--- src/lsp2xy_pkg.sv ---
package lsp2xy_pkg;

    localparam int RANGE_W   = 16;
    localparam int INDEX_W   = 12;
    localparam int ANGLE_W   = 17;
    localparam int OUT_ANG_W = 18;
    localparam int COORD_W   = 17;
    localparam int PTS_W     = 13;
    localparam int CFG_IDX_W = 3;
    localparam int CFG_DAT_W = 17;

    localparam int DEF_MAX_SCAN_POINTS = 4096;

    // Divider: numerator 2*|span*index| + points, denominator 2*points.
    localparam int DIV_NUM_W = 30;
    localparam int DIV_DEN_W = PTS_W + 1;

    localparam int CORDIC_STEPS = 20;
    localparam int VEC_W        = 33;
    localparam int ZW           = 32;
    localparam logic signed [VEC_W-1:0] CORDIC_GAIN = 33'sd652032874;

    localparam int ANGLE_LIMIT = 72000;
    localparam int COORD_LIMIT = 65535;
    localparam int FULL_TURN   = 36000;
    localparam int HALF_TURN   = 18000;
    localparam int QUARTER     = 9000;

    typedef enum logic [CFG_IDX_W-1:0] {
        REG_START  = 3'd0,
        REG_END    = 3'd1,
        REG_NEAR   = 3'd2,
        REG_FAR    = 3'd3,
        REG_POINTS = 3'd4,
        REG_CCW    = 3'd5
    } t_reg_idx;

    // Payload travelling alongside the divider.
    typedef struct packed {
        logic [RANGE_W-1:0] range_mm;
        logic               neg;
    } t_div_tag;

    // Payload travelling alongside the rotation stages.
    typedef struct packed {
        logic [RANGE_W-1:0]          range_mm;
        logic                        flip;
        logic signed [OUT_ANG_W-1:0] angle;
    } t_rot_tag;

    function automatic logic signed [ZW-1:0] atan_units(input int i);
        logic signed [ZW-1:0] v;
        v = '0;
        case (i)
            0:  v = 32'sd294912000;
            1:  v = 32'sd174096719;
            2:  v = 32'sd91987925;
            3:  v = 32'sd46694507;
            4:  v = 32'sd23437865;
            5:  v = 32'sd11730358;
            6:  v = 32'sd5866610;
            7:  v = 32'sd2933484;
            8:  v = 32'sd1466764;
            9:  v = 32'sd733385;
            10: v = 32'sd366693;
            11: v = 32'sd183346;
            12: v = 32'sd91673;
            13: v = 32'sd45837;
            14: v = 32'sd22918;
            15: v = 32'sd11459;
            16: v = 32'sd5730;
            17: v = 32'sd2865;
            18: v = 32'sd1432;
            19: v = 32'sd716;
            default: v = '0;
        endcase
        return v;
    endfunction

endpackage

--- src/lsp2xy_div.sv ---
module lsp2xy_div #(
    parameter int NW = lsp2xy_pkg::DIV_NUM_W,
    parameter int DW = lsp2xy_pkg::DIV_DEN_W
) (
    input  logic                  i_clk,
    input  logic                  i_rst_n,
    input  logic                  i_valid,
    input  logic [NW-1:0]         i_num,
    input  logic [DW-1:0]         i_den,
    input  lsp2xy_pkg::t_div_tag  i_tag,
    output logic                  o_valid,
    output logic [NW-1:0]         o_quot,
    output lsp2xy_pkg::t_div_tag  o_tag
);
    import lsp2xy_pkg::*;

    // One quotient bit per stage, most significant first.
    logic          r_v   [NW];
    logic [DW-1:0] r_rem [NW];
    logic [NW-1:0] r_num [NW];
    logic [NW-1:0] r_q   [NW];
    t_div_tag      r_tag [NW];

    for (genvar k = 0; k < NW; k++) begin : g_stage
        logic          v_in;
        logic [DW-1:0] rem_in;
        logic [NW-1:0] num_in;
        logic [NW-1:0] q_in;
        t_div_tag      tag_in;
        logic [DW:0]   trial;
        logic          ge;

        if (k == 0) begin : g_first
            assign v_in   = i_valid;
            assign rem_in = '0;
            assign num_in = i_num;
            assign q_in   = '0;
            assign tag_in = i_tag;
        end else begin : g_rest
            assign v_in   = r_v[k-1];
            assign rem_in = r_rem[k-1];
            assign num_in = r_num[k-1];
            assign q_in   = r_q[k-1];
            assign tag_in = r_tag[k-1];
        end

        assign trial = {rem_in, num_in[NW-1-k]};
        assign ge    = (trial >= {1'b0, i_den});

        always_ff @(posedge i_clk) begin
            if (!i_rst_n) begin
                r_v[k] <= 1'b0;
            end else begin
                r_v[k] <= v_in;
            end
        end

        always_ff @(posedge i_clk) begin
            r_rem[k] <= ge ? DW'(trial - {1'b0, i_den}) : DW'(trial);
            r_num[k] <= num_in;
            r_q[k]   <= q_in | (NW'(ge) << (NW-1-k));
            r_tag[k] <= tag_in;
        end
    end

    assign o_valid = r_v[NW-1];
    assign o_quot  = r_q[NW-1];
    assign o_tag   = r_tag[NW-1];

endmodule

--- config.mk ---
export PLATFORM = sky130hd
export DESIGN_NAME = lsp2xy_div
export DESIGN_NICKNAME = d
export VERILOG_FILES = /design/src/lsp2xy_pkg.sv /design/src/lsp2xy_div.sv
export SDC_FILE = /design/constraint.sdc
export NUM_CORES = 2
export LEC_CHECK = 0
export BUFFER_PORTS_ARGS = -buffer_cell sky130_fd_sc_hd__buf_4
export CORE_MARGIN = 1.5
export CORE_UTILIZATION = 55
export CTS_CLUSTER_DIAMETER = 120
export DETAILED_ROUTE_END_ITERATION = 8
export PLACE_DENSITY = 0.7
export REMOVE_ABC_BUFFERS = 1
export SETUP_SLACK_MARGIN = 0.4
export SYNTH_ARGS = -nofsm -noshare
export SYNTH_HDL_FRONTEND = slang
export SYNTH_SLANG_ARGS = --single-unit
--- constraint.sdc ---
create_clock -name i_clk -period 6.6 [get_ports i_clk]
set_input_delay 0.99 -clock i_clk [delete_from_list [all_inputs] [get_ports i_clk]]
set_output_delay 0.99 -clock i_clk [all_outputs]
set_load 0.005 [all_outputs]
==> impl_metrics.env <==
export IMPL_ff_latch_area_um2=37000
export IMPL_area_delta_synth_final_pct=14.5
export IMPL_status="completed"
export IMPL_grt_max_degree=32
export IMPL_post_route_drc_count=0
export IMPL_avgViaCountPerCell=5.21
export IMPL_required_ps=7250
export IMPL_clock_latency_ps=790
export IMPL_io_buffers=111
export IMPL_placed_cells=6600
export IMPL_drv_slew=0
export IMPL_syn_avg_cell_area_um2=11.8
export IMPL_ant_nets=0
export IMPL_synth_ff_latch_count=1846
export IMPL_start_kind="primary input"
export IMPL_final_cell_area_um2=68800
export IMPL_reg2reg_from="r_rem[4][14]$_DFF_P_"
export IMPL_fmax_ghz=0.243
export IMPL_setup_viol=0
export IMPL_rsz0062_at_grt="no"
export IMPL_dp_hpwl_um=72900
export IMPL_final_common_cell="dfxtp_1"
export IMPL_async_flop_share_pct=0
export IMPL_syn_area_um2=60100
export IMPL_r2r_end="r_rem[4][29]$_DFF_P_"
export IMPL_cts_clk_slew_worst_paths_ps=60
export IMPL_antenna_found_initial=0
export IMPL_min_path_type="reg2reg"
export IMPL_place_area_um2=62800
export IMPL_rows=121
export IMPL_synth_edf_count=0
export IMPL_power_leakage_uw=0.0301
export IMPL_hold_viol_final=0
export IMPL_nFillCells=8238
export IMPL_yosysSeqAreaShare_pct=61.5
export IMPL_crit_fanout=22
export IMPL_core_area_um2=109000
export IMPL_gr_usage_all_layers_pct=19.6
export IMPL_r2r_setup_slack_ps=3010
export IMPL_ir_drop_mv=0.279
export IMPL_ioPinCount=112
export IMPL_period_share_pct=62.3
export IMPL_period_needed_ps=4110
export IMPL_first_pass_iters=6
export IMPL_end_kind="register"
export IMPL_layout_nets=5888
export IMPL_slew_headroom_pct=16.5
export IMPL_grt_overflow_total=0
export IMPL_ctsRootBufferMaster="clkbuf_16"
export IMPL_post_cts_buffers=0
export IMPL_wl_per_cell_um=15.9
export IMPL_ys_types=80
export IMPL_clockBufferDepth=3
export IMPL_p_per_area_nw_per_um2=488
export IMPL_syn_inst=5106
export IMPL_whs_ps=289
export IMPL_maxCapViolCount=0
export IMPL_multi_input_area_um2=22200
export IMPL_criticalPathCategory="in2reg"
export IMPL_cts_buffers=172
export IMPL_ys_warn_count=0
export IMPL_worst_pin_slew_ps=1250
export IMPL_reg2reg_depth=8
export IMPL_diodes=0
export IMPL_cp_startpoint="i_den[1]"
export IMPL_post_cts_resize_count=0
export IMPL_die_area_um2=111000
export IMPL_layout_common_cells="dfxtp_1, ha_1, nand2_1"
export IMPL_critPathArrivalTime_ps=4760
export IMPL_final_layout_size_suffix_gt1_share_pct=11.4
export IMPL_critPathCapture="r_rem[0][44]$_DFF_P_"
export IMPL_synth_ff_type="dfxtp_1"
export IMPL_dieHeight_um=334
export IMPL_layout_cells_non_filler=6912
export IMPL_finClkSkew_ps=53.5
export IMPL_gp_congestion=0.910
export IMPL_cts_sinks=1846
export IMPL_grt_pass1_wl_um=176000
export IMPL_fin_tns_setup_ps=0
export IMPL_wirelength_um=110000
export IMPL_postCtsHoldBufs=0
export IMPL_grt_pass1_vias=34900
export IMPL_cts_tree="done"
export IMPL_drtIter0Drc=1989
export IMPL_initial_core_util_pct=55.4
export IMPL_die_w_um=334
export IMPL_cts_max_level=4
export IMPL_num_vias=36000
[synth_stat cells (8+ instances only)]
| library cell | number | area share, % |
|---|---|---|
| nand4_1 | 37 | 0.39 |
| or3_1 | 11 | 0.11 |
| a211o_1 | 18 | 0.26 |
| a21oi_1 | 261 | 2.2 |
| nand3b_1 | 11 | 0.14 |
| mux2i_1 | 30 | 0.50 |
| mux2_2 | 132 | 2.5 |
| nor3_1 | 59 | 0.49 |
| a21boi_0 | 31 | 0.39 |
| nand2b_1 | 42 | 0.44 |
| a21o_1 | 128 | 1.6 |
| and2_1 | 43 | 0.45 |
| inv_1 | 180 | 1.1 |
| ha_1 | 436 | 9.1 |
| fa_1 | 28 | 0.93 |
| a31oi_1 | 47 | 0.49 |
| o31a_1 | 33 | 0.48 |
| nand3_1 | 61 | 0.51 |
| dfxtp_1 | 1846 | 61 |
| o211ai_1 | 8 | 0.10 |
| or2_2 | 13 | 0.14 |
| nor2_1 | 221 | 1.4 |
| o21ai_0 | 341 | 2.8 |
| xnor2_1 | 150 | 2.2 |
| a211oi_1 | 51 | 0.64 |
| clkbuf_1 | 57 | 0.36 |
| and3_1 | 17 | 0.18 |
| a41oi_1 | 8 | 0.12 |
| o31ai_1 | 37 | 0.46 |
| o41ai_1 | 9 | 0.13 |
| nand2_1 | 346 | 2.2 |
| nor2b_1 | 42 | 0.44 |
| nor3b_1 | 13 | 0.16 |
| nor4_1 | 14 | 0.15 |
| o21bai_1 | 36 | 0.45 |
| xor2_1 | 114 | 1.7 |
| mux2_4 | 16 | 0.40 |
| o21a_1 | 64 | 0.80 |
| a221oi_1 | 11 | 0.16 |
[cell families after synthesis]
family                   Yosys count  synth area share, %
multiplexers                     178                 3.37
adder cells (fa/ha/maj)          464                 10.0
AND/OR/NAND/NOR                  959                 7.57
flip-flops                      1846                 61.5
AO/OA/AOI/OAI                   1146                 12.1
XOR/XNOR                         264                 3.85
buffers and inverters            249                 1.59
[power breakdown]
part           internal (uW)  switching, uW  total [uW]
registers              13200            917       14100
logic                   4340           5010        9350
clock network           5890           4220       10100
total                  23400          10100       33600
[state kept, by name, indices dropped and copies added (netlist names)]
register and count:
r_tag 510, r_q 465, r_num 435, r_rem 406
r_v 30
[through the flow]
step	setup WS, ps	total power, uW	util [%]
after detailed placement	1690	23600	57.8
final	2490	33600	63.4
after CTS	2530	33900	63.4
after floorplan	352	21400	-
after global placement	1820	23400	57.8
after global routing	2300	35700	63.4
[critical path: stages]
cell and delay, ps:
buf_4 140, clkinv_2 100, buf_4 410, ha_1 340, nor2b_4 130, o31a_1 270
o311a_1 320, o31a_1 320, o311a_4 320, a2111oi_4 950, mux2_2 420
[how the worst min path moves through the flow]
stage | end | from | cells after the start
floorplan | r_num[0][100]$_DFF_P_ | r_num[0][70]$_DFF_P_ | 0
global placement | r_num[0][31]$_DFF_P_ | r_num[0][1]$_DFF_P_ | 0
detailed placement | r_num[0][249]$_DFF_P_ | r_num[0][219]$_DFF_P_ | 0
CTS | r_num[0][24]$_DFF_P_ | i_num[24] | 1
global route | r_num[0][22]$_DFF_P_ | i_num[22] | 1
finish | r_q[1][162]$_DFF_P_ | r_q[1][132]$_DFF_P_ | 0
[layout make-up]
class                           count  area share, %
Inverter                          181          0.989
Clock inverter                     78           1.56
Clock buffer                      234           7.21
Tap cell                         1414           2.57
Sequential cell                  1846           53.7
Timing Repair Buffer              148           1.67
Multi-Input combinational cell   3011           32.3
[layer usage]
layer / global-route usage, % / vias up / part of all wire (%)
met1: 25.2 / 16800 / 46
met3: 3.20 / 203 / 3.9
li1: - / 18300 / -
met4: 6.94 / 0 / 2.5
met5: 0 / - / 0
met2: 33.2 / 705 / 48
No activity file was read; power rests on OpenSTA's default activity.
